### config.mk
export PLATFORM = sky130hd
export DESIGN_NAME = nonzero_coordinate_emitter
export DESIGN_NICKNAME = d
export VERILOG_FILES = /design/src/nze_pkg.sv /design/src/nze_zero_test.sv /design/src/nze_coord_counter.sv /design/src/nonzero_coordinate_emitter.sv
export SDC_FILE = /design/constraint.sdc
export NUM_CORES = 1
export LEC_CHECK = 0
export ABC_AREA = 0
export BUFFER_PORTS_ARGS = -buffer_cell sky130_fd_sc_hd__buf_2
export CORE_UTILIZATION = 46
export DETAILED_ROUTE_END_ITERATION = 10
export PLACE_DENSITY = 0.65
export SLEW_MARGIN = 40
export SYNTH_ARGS = -nofsm -noshare
export SYNTH_HDL_FRONTEND = slang
export SYNTH_SLANG_ARGS = --single-unit
### constraint.sdc
create_clock -name clk -period 16.8 [get_ports clk]
set_input_delay 0 -clock clk [delete_from_list [all_inputs] [get_ports clk]]
set_output_delay 0 -clock clk [all_outputs]
set_load 0.02 [all_outputs]
### src/nze_pkg.sv
`timescale 1ns / 1ps
// ----------------------------------------------------------------------------
// nze_pkg
// Shared types and constants of the nonzero coordinate emitter.
// ----------------------------------------------------------------------------
package nze_pkg;

	localparam int MAX_DIMS    = 4;
	localparam int COORD_WIDTH = 16;

	// Fixed widths of the port fields.
	localparam int EXTENT_REGS = 4;
	localparam int OUT_DIMS    = 4;
	localparam int FIELD_W     = 16;
	localparam int ELEM_W      = 64;
	localparam int ORD_W       = 32;
	localparam int DIMS_W      = 3;
	localparam int CFG_IDX_W   = 3;
	localparam int CFG_DATA_W  = 16;

	// Dimensions that can actually be active.
	localparam int ACT_DIMS = (MAX_DIMS < EXTENT_REGS) ? MAX_DIMS : EXTENT_REGS;
	// Compare width wide enough for both a counter plus one and an extent.
	localparam int CMP_W = ((COORD_WIDTH > FIELD_W) ? COORD_WIDTH : FIELD_W) + 1;

	localparam logic [CFG_IDX_W-1:0] REG_ELEMENT_KIND = 3'd0;
	localparam logic [CFG_IDX_W-1:0] REG_DIMS_IN_USE  = 3'd1;
	localparam logic [CFG_IDX_W-1:0] REG_EXTENT_DIM0  = 3'd2;
	localparam logic [CFG_IDX_W-1:0] REG_EXTENT_DIM1  = 3'd3;
	localparam logic [CFG_IDX_W-1:0] REG_EXTENT_DIM2  = 3'd4;
	localparam logic [CFG_IDX_W-1:0] REG_EXTENT_DIM3  = 3'd5;

	typedef enum logic [2:0] {
		KIND_INT       = 3'd0,
		KIND_FP16      = 3'd1,
		KIND_BF16      = 3'd2,
		KIND_FP32      = 3'd3,
		KIND_FP64      = 3'd4,
		KIND_CPLX_FP32 = 3'd5
	} kind_t;

	typedef struct packed {
		logic [2:0]                           kind;
		logic [DIMS_W-1:0]                    dims;
		logic [EXTENT_REGS-1:0][FIELD_W-1:0]  extent;
	} cfg_t;

	typedef struct packed {
		logic [OUT_DIMS-1:0][FIELD_W-1:0] coords;
		logic [ORD_W-1:0]                 ordinal;
	} hit_t;

endpackage

### src/nze_zero_test.sv
`timescale 1ns / 1ps
// ----------------------------------------------------------------------------
// nze_zero_test
// Decides whether an element is nonzero according to its element kind.
// ----------------------------------------------------------------------------
module nze_zero_test (
	input  logic [nze_pkg::ELEM_W-1:0] element_bits,
	input  logic [2:0]                 kind,
	output logic                       nonzero
);
	import nze_pkg::*;

	// Float kinds ignore the sign bit, so minus zero tests as zero.
	always_comb begin
		unique case (kind)
			KIND_FP16, KIND_BF16: begin
				nonzero = |element_bits[14:0];
			end
			KIND_FP32: begin
				nonzero = |element_bits[30:0];
			end
			KIND_FP64: begin
				nonzero = |element_bits[62:0];
			end
			KIND_CPLX_FP32: begin
				nonzero = (|element_bits[30:0]) | (|element_bits[62:32]);
			end
			default: begin
				nonzero = |element_bits;
			end
		endcase
	end

endmodule

### src/nze_coord_counter.sv
`timescale 1ns / 1ps
// ----------------------------------------------------------------------------
// nze_coord_counter
// Row-major coordinate counter and running count of nonzero elements.
// ----------------------------------------------------------------------------
module nze_coord_counter (
	input  logic          clk,
	input  logic          arst_n,
	input  nze_pkg::cfg_t cfg,
	input  logic          step,
	input  logic          nonzero,
	output nze_pkg::hit_t hit
);
	import nze_pkg::*;

	logic [COORD_WIDTH-1:0] pos_q [ACT_DIMS];
	logic [COORD_WIDTH-1:0] pos_next [ACT_DIMS];
	logic [ORD_W-1:0]       hits_q;
	logic [ORD_W-1:0]       hits_next;
	logic [DIMS_W-1:0]      nd;
	logic                   wrapped;

	assign nd = (cfg.dims > DIMS_W'(ACT_DIMS)) ? DIMS_W'(ACT_DIMS) : cfg.dims;

	// Carry ripples from the innermost active dimension outward. A counter at
	// or beyond its extent wraps to zero and carries; extent zero acts as one.
	// An extent above the counter range is limited to the counter range.
	always_comb begin
		logic                   carry;
		logic [COORD_WIDTH:0]   inc;
		logic                   fits;
		carry = 1'b1;
		for (int d = ACT_DIMS - 1; d >= 0; d--) begin
			inc  = {1'b0, pos_q[d]} + (COORD_WIDTH+1)'(1);
			fits = (CMP_W'(inc) < CMP_W'(cfg.extent[d])) && !inc[COORD_WIDTH];
			if (DIMS_W'(d) < nd) begin
				if (carry) begin
					if (fits) begin
						pos_next[d] = inc[COORD_WIDTH-1:0];
						carry       = 1'b0;
					end else begin
						pos_next[d] = '0;
					end
				end else begin
					pos_next[d] = pos_q[d];
				end
			end else begin
				pos_next[d] = '0;
			end
		end
		wrapped = carry;
	end

	always_comb begin
		if (wrapped) begin
			hits_next = '0;
		end else if (nonzero) begin
			hits_next = hits_q + ORD_W'(1);
		end else begin
			hits_next = hits_q;
		end
	end

	// Unused dimensions read as zero even before their counters are cleared.
	always_comb begin
		hit.coords  = '0;
		hit.ordinal = hits_q;
		for (int d = 0; d < ACT_DIMS; d++) begin
			if (DIMS_W'(d) < nd) begin
				hit.coords[d] = FIELD_W'(pos_q[d]);
			end
		end
	end

	always_ff @(posedge clk or negedge arst_n) begin
		if (!arst_n) begin
			for (int d = 0; d < ACT_DIMS; d++) begin
				pos_q[d] <= '0;
			end
			hits_q <= '0;
		end else if (step) begin
			for (int d = 0; d < ACT_DIMS; d++) begin
				pos_q[d] <= pos_next[d];
			end
			hits_q <= hits_next;
		end
	end

	a_hold_when_idle: assert property (@(posedge clk) disable iff (!arst_n)
		!step |=> $stable(hits_q))
		else $error("nonzero count changed without a step");

	a_scalar_wraps: assert property (@(posedge clk) disable iff (!arst_n)
		(step && nd == '0) |=> hits_q == '0)
		else $error("scalar element did not restart the count");

	a_count_up: assert property (@(posedge clk) disable iff (!arst_n)
		(step && nonzero && !wrapped) |=> hits_q == $past(hits_q) + ORD_W'(1))
		else $error("nonzero count did not advance");

endmodule

### src/nonzero_coordinate_emitter.sv
`timescale 1ns / 1ps
// ----------------------------------------------------------------------------
// nonzero_coordinate_emitter
// Streams tensor elements and emits the coordinates of each nonzero one.
// ----------------------------------------------------------------------------
// Elements enter on the input channel (in_valid / in_stall) one word each, in
// row-major order. For every nonzero element one word leaves on the output
// channel (out_valid / out_stall) with coord0..coord3 and hit_ordinal; zero
// elements produce nothing. Coordinates of unused dimensions are zero.
// Configuration registers are written through cfg_valid / cfg_ready with
// cfg_index and cfg_data; the user must write them only while no element is in
// flight, and the block itself does not enforce this; cfg_ready is always high.
// From input accept to output valid an element passes an input register, then
// the zero test and coordinate step into the output register. One element is
// accepted every cycle while in_stall is low. While the receiver stalls, the
// input register still takes one more word; a zero element there passes
// through even then, a nonzero one waits and stalls the input side.
// Reset clears the coordinates, the nonzero count and both valid flags, and
// sets element kind integer, one dimension and all extents to one.
// ----------------------------------------------------------------------------
module nonzero_coordinate_emitter (
	input  logic                           clk,
	input  logic                           arst_n,

	input  logic                           cfg_valid,
	output logic                           cfg_ready,
	input  logic [nze_pkg::CFG_IDX_W-1:0]  cfg_index,
	input  logic [nze_pkg::CFG_DATA_W-1:0] cfg_data,

	input  logic                           in_valid,
	output logic                           in_stall,
	input  logic [nze_pkg::ELEM_W-1:0]     element_bits,

	output logic                           out_valid,
	input  logic                           out_stall,
	output logic [nze_pkg::FIELD_W-1:0]    coord0,
	output logic [nze_pkg::FIELD_W-1:0]    coord1,
	output logic [nze_pkg::FIELD_W-1:0]    coord2,
	output logic [nze_pkg::FIELD_W-1:0]    coord3,
	output logic [nze_pkg::ORD_W-1:0]      hit_ordinal
);
	import nze_pkg::*;

	cfg_t              cfg_q;
	logic              valid_s1;
	logic [ELEM_W-1:0] bits_s1;
	logic              nz_s1;
	logic              adv_s1;
	hit_t              hit;
	logic              valid_s2;
	hit_t              hit_s2;

	assign cfg_ready = 1'b1;

	always_ff @(posedge clk or negedge arst_n) begin
		if (!arst_n) begin
			cfg_q.kind   <= KIND_INT;
			cfg_q.dims   <= DIMS_W'(1);
			cfg_q.extent <= {EXTENT_REGS{FIELD_W'(1)}};
		end else if (cfg_valid && cfg_ready) begin
			priority case (cfg_index)
				REG_ELEMENT_KIND: cfg_q.kind      <= cfg_data[2:0];
				REG_DIMS_IN_USE:  cfg_q.dims      <= cfg_data[DIMS_W-1:0];
				REG_EXTENT_DIM0:  cfg_q.extent[0] <= cfg_data;
				REG_EXTENT_DIM1:  cfg_q.extent[1] <= cfg_data;
				REG_EXTENT_DIM2:  cfg_q.extent[2] <= cfg_data;
				REG_EXTENT_DIM3:  cfg_q.extent[3] <= cfg_data;
				default: ;
			endcase
		end
	end

	nze_zero_test u_zero_test (
		.element_bits (bits_s1),
		.kind         (cfg_q.kind),
		.nonzero      (nz_s1)
	);

	nze_coord_counter u_coord_counter (
		.clk     (clk),
		.arst_n  (arst_n),
		.cfg     (cfg_q),
		.step    (adv_s1),
		.nonzero (nz_s1),
		.hit     (hit)
	);

	// A zero element never needs the output register, so it always advances.
	assign adv_s1   = valid_s1 && (!nz_s1 || !valid_s2 || !out_stall);
	assign in_stall = valid_s1 && !adv_s1;

	always_ff @(posedge clk or negedge arst_n) begin
		if (!arst_n) begin
			valid_s1 <= 1'b0;
			valid_s2 <= 1'b0;
		end else begin
			if (in_valid && !in_stall) begin
				valid_s1 <= 1'b1;
			end else if (adv_s1) begin
				valid_s1 <= 1'b0;
			end
			if (adv_s1 && nz_s1) begin
				valid_s2 <= 1'b1;
			end else if (!out_stall) begin
				valid_s2 <= 1'b0;
			end
		end
	end

	always_ff @(posedge clk) begin
		if (in_valid && !in_stall) begin
			bits_s1 <= element_bits;
		end
		if (adv_s1 && nz_s1) begin
			hit_s2 <= hit;
		end
	end

	assign out_valid   = valid_s2;
	assign coord0      = hit_s2.coords[0];
	assign coord1      = hit_s2.coords[1];
	assign coord2      = hit_s2.coords[2];
	assign coord3      = hit_s2.coords[3];
	assign hit_ordinal = hit_s2.ordinal;

	a_stall_needs_word: assert property (@(posedge clk) disable iff (!arst_n)
		in_stall |-> valid_s1)
		else $error("input stalled with an empty input register");

	a_hit_reaches_output: assert property (@(posedge clk) disable iff (!arst_n)
		(adv_s1 && nz_s1) |=> valid_s2)
		else $error("nonzero element did not reach the output register");

	a_no_overwrite: assert property (@(posedge clk) disable iff (!arst_n)
		(valid_s2 && out_stall) |-> !(adv_s1 && nz_s1))
		else $error("waiting result overwritten");

endmodule

==> results by group <==
Timing
  • Final Max Tran Viols: 0
  • Fin. Hold Viols: 0
  • F_max: 0.206 GHz
  • Fin Clk Skew: 0.0208 ns
  • Crit path time final: 4.84 ns
  • RSZ-0062 raised after global routing: false
  • Worst-Margin Slew: 0.792 ns
  • Sum Neg Setup Slack: 0 ns
  • Slew HR: 46.4%
  • Fin crit share: 28.8%
  • # setup viols final: 0

Clock tree
  • CTS tree: built
  • Clock Tree Root: clkbuf_16
  • Clock Tree Buf Depth: 3
  • Clk_lat worst skew: 0.52 ns
  • Total CTS buffers: 36
  • Clock Sinks: 328
  • Clock slew at reported path FFs: 0.06 ns
  • Post-CTS Setup Bufs: 0
  • H-Tree Depth: 2

Min path
  • Worst hold path endpoint: cfg_q[69]
  • HP Start: cfg_index[0]
  • Hold Crit Depth: 3
  • Hold Path Class: in2reg

Routing
  • DR vias/cell: 5.32
  • DRT Wirelength: 34500 um
  • Met2 WL: 16400 um
  • Met3 wire len: 1560 um
  • Max layer used: met4
  • Post-route ant nets: 0
  • Initial DRC count: 537
  • # DRC: 0
  • Drt wl/cell: 16.8 um
  • Drt first pass iters: 5
  • Met1 wire length: 15700 um
  • Via count: 10900

Worst setup path
  • Worst R2R End: u_coord_counter.pos_q[57]
  • Reg-to-Reg Start: u_coord_counter.pos_q[18]
  • Critical path required time: 17.21 ns
  • Crit Path Max Fanout: 37
  • Crit path from: u_coord_counter.pos_q[18]
  • Crit Path Class: reg2reg
  • Worst reg2reg setup slack: 11.96 ns
  • FF-to-FF path depth: 15
  • CP endpoint kind: flop
  • WP data arrival: 5.26 ns
  • Startpoint Class: flop

Floorplanning
  • Core box area: 0.0328 mm2
  • Top Ports: 187
  • Die height: 185 um
  • # rows: 66
  • Starting Density: 47.1%
  • Die width: 185 um
  • Die area: 0.0343 mm2

Status
  • Outcome: complete, no violations

Logic synthesis
  • Post-Syn Nets: 1462
  • Synth warn: 0
  • Post-synth EDFFs: 160
  • Fraction of the mapped netlist area in simple logic gates: 14.3%
  • FFs w/ async S/R, synth: 51.2%
  • Adder-cell share of the synthesized area: 5.26%
  • Seq/Total Area, Yosys: 58.4%
  • Post-synthesis compound-gate area fraction: 11.0%
  • Yosys reg bits: 328
  • Mapped Cells: 1309
  • Cell Area, Synth: 0.0154 mm2
  • Mapped Avg Cell Area: 11.8 um2
  • Largest family of logic cells by synthesized area: simple AND/OR/NAND/NOR gates
  • Synth Flop Type: dfrtp_1
  • Post-Synth XOR/XNOR Area: 3.97%
  • Cell variety after synth: 78
  • Mux contribution to synthesized area: 3.52%

Place
  • DP Wirelength: 23100 um
  • Gpl congestion: 0.852
  • Cell Area, Placed: 0.0169 mm2
  • # port buffers: 185

Run
  • Maxcap violations: 0

Finish
  • Post-route cell area: 0.0191 mm2
  • Final net count: 1739
  • Ant. Diodes: 0
  • Area growth from synthesis to layout: 23.6%
  • Filler cells: 2733
  • Layout cell share with drive strength beyond 1: 21.4%

Global route
  • Tot GR Track Use: 20.7%
  • GR Overflow Total: 0
  • Vias in the first global route: 10800
  • Largest net degree at the start of global routing: 102
  • First-pass GRT wire length: 56000 um
  • Initial antenna violation count: 0

Power
  • Worst vdd ir: 0.0859 mV
  • LEAKAGE: 8.17 nW
  • Pwr Density: 122 mW/mm2
[synth_stat cells (all sizes together) (3+ instances only)]
| cell type | count | area [um2] |
|---|---|---|
| nor2b | 32 | 200 |
| a22o | 12 | 105 |
| dfstp | 5 | 131 |
| dfrtp | 163 | 4080 |
| o311ai | 5 | 51.3 |
| inv | 84 | 315 |
| a31o | 8 | 70.1 |
| o21ai | 84 | 439 |
| and3 | 14 | 87.6 |
| a22oi | 4 | 30.0 |
| or3 | 3 | 18.8 |
| edfxtp | 160 | 4800 |
| o2111ai | 13 | 114 |
| nand2 | 124 | 465 |
| clkbuf | 30 | 113 |
| o211ai | 20 | 155 |
| nor3 | 17 | 96.4 |
| xnor2 | 36 | 315 |
| and2 | 41 | 256 |
| o21a | 8 | 60.1 |
| a2111oi | 4 | 60.1 |
| xor2 | 34 | 298 |
| o31ai | 11 | 96.3 |
| buf | 21 | 114 |
| or2 | 4 | 25.0 |
| nand2b | 6 | 37.5 |
| a211oi | 4 | 30.0 |
| nand4 | 28 | 188 |
| or4 | 4 | 30.0 |
| and4 | 14 | 123 |
| nand3 | 49 | 250 |
| mux2i | 6 | 60.1 |
| a21o | 9 | 67.6 |
| ha | 65 | 813 |
| a21oi | 36 | 191 |
| o22ai | 4 | 25.0 |
| nand4b | 4 | 35.0 |
| nor2 | 49 | 186 |
| mux2 | 43 | 484 |
| nor4 | 24 | 186 |
[layout by cell type, fill, tap and decap left out, drive strengths merged, types with 49 or more instances in the layout]
cell	count
nand2	124
nand3	49
ha	65
edfxtp	160
dfrtp	163
buf	204
dlygate4sd3	86
nor2	49
inv	86
o21ai	84
[where the power goes]
group / internal (mW) / switching (mW) / leakage [nW] / total (mW)
Combinational: 0.176 / 0.268 / 3.88 / 0.444
Sequential: 0.966 / 0.0853 / 3.69 / 1.05
Clock: 0.515 / 0.319 / 0.610 / 0.833
Total: 1.66 / 0.673 / 8.17 / 2.33
[sequential cells by signal, summed over array words and instances (netlist names)]
register,flops
cfg_q,70
bits_s1,64
u_coord_counter.pos_q,64
hit_ordinal,32
u_coord_counter.hits_q,32
coord0,16
coord1,16
coord2,16
coord3,16
out_valid,1
valid_s1,1
[routing by layer]
| metal | vias to the layer above | global-route usage, % |
|---|---|---|
| met1 | 5276 | 28.2 |
| met4 | 0 | 6.02 |
| met5 | - | 0 |
| met2 | 264 | 33.9 |
| li1 | 5333 | - |
| met3 | 55 | 3.76 |
[cells by family (layout without fill, tap and decap cells)]
| family | count (synthesis) | after routing |
|---|---|---|
| AOI/OAI and AO/OA | 245 | 245 |
| xor gates and xnor gates | 70 | 70 |
| adders and majority gates | 65 | 65 |
| buffers and inverters | 135 | 438 |
| DFF | 328 | 328 |
| muxes | 49 | 49 |
| other | 1 | 1 |
| and+or+nand+nor | 416 | 416 |
[area by class of cell]
cell class	instances	area (um2)	area share (%)
Clock buffer	44	952	4.99
Clock inverter	20	302	1.58
Inverter	84	315	1.65
Multi-Input combinational cell	846	5970	31.3
Sequential cell	328	9010	47.2
Tap cell	442	553	2.90
Timing Repair Buffer	290	1990	10.4
[worst max path at each step]
stage | to | slack, ns | cells after the start
floorplan | coord0[0] | 11.28 | 5
CTS | u_coord_counter.hits_q[31] | 12.00 | 15
detailed placement | u_coord_counter.hits_q[31] | 11.99 | 15
global route | u_coord_counter.pos_q[57] | 11.51 | 15
global placement | u_coord_counter.pos_q[57] | 12.19 | 15
finish | u_coord_counter.pos_q[57] | 11.96 | 15
[metrics by stage]
step,instances,total power [mW],util [%],setup slack [ns],hold slack [ns]
2_1_floorplan,1309,1.35,-,11.28,-0.296
3_3_place_gp,1899,1.47,51.4,12.19,0.176
3_5_place_dp,1903,1.49,51.7,11.99,0.111
4_1_cts,2052,2.35,58.1,12.00,0.00351
5_1_grt,2054,2.46,58.2,11.51,0.0337
6_report,2054,2.33,58.2,11.96,0.0110
[worst max-delay path, stage by stage (launching register included)]
cell and delay, ns:
dfrtp_1 0.48, and4_1 0.25, nand4_1 0.25, nor2_1 0.28
and3_1 0.23, nand3_1 0.11, xnor2_1 0.16, ha_1 0.30
and3_1 0.18, nand4_1 0.14, a2111oi_1 0.55, or3_1 0.42
o21ai_4 0.11, buf_4 0.28, nor2_2 0.58, mux2_2 0.40
[what timing repair did]
item,in CTS,in global routing
hold buffers,85,1
endpoints found under the hold margin,236,30
gates resized for setup,0,0
Power figures use the tool's default switching activity.
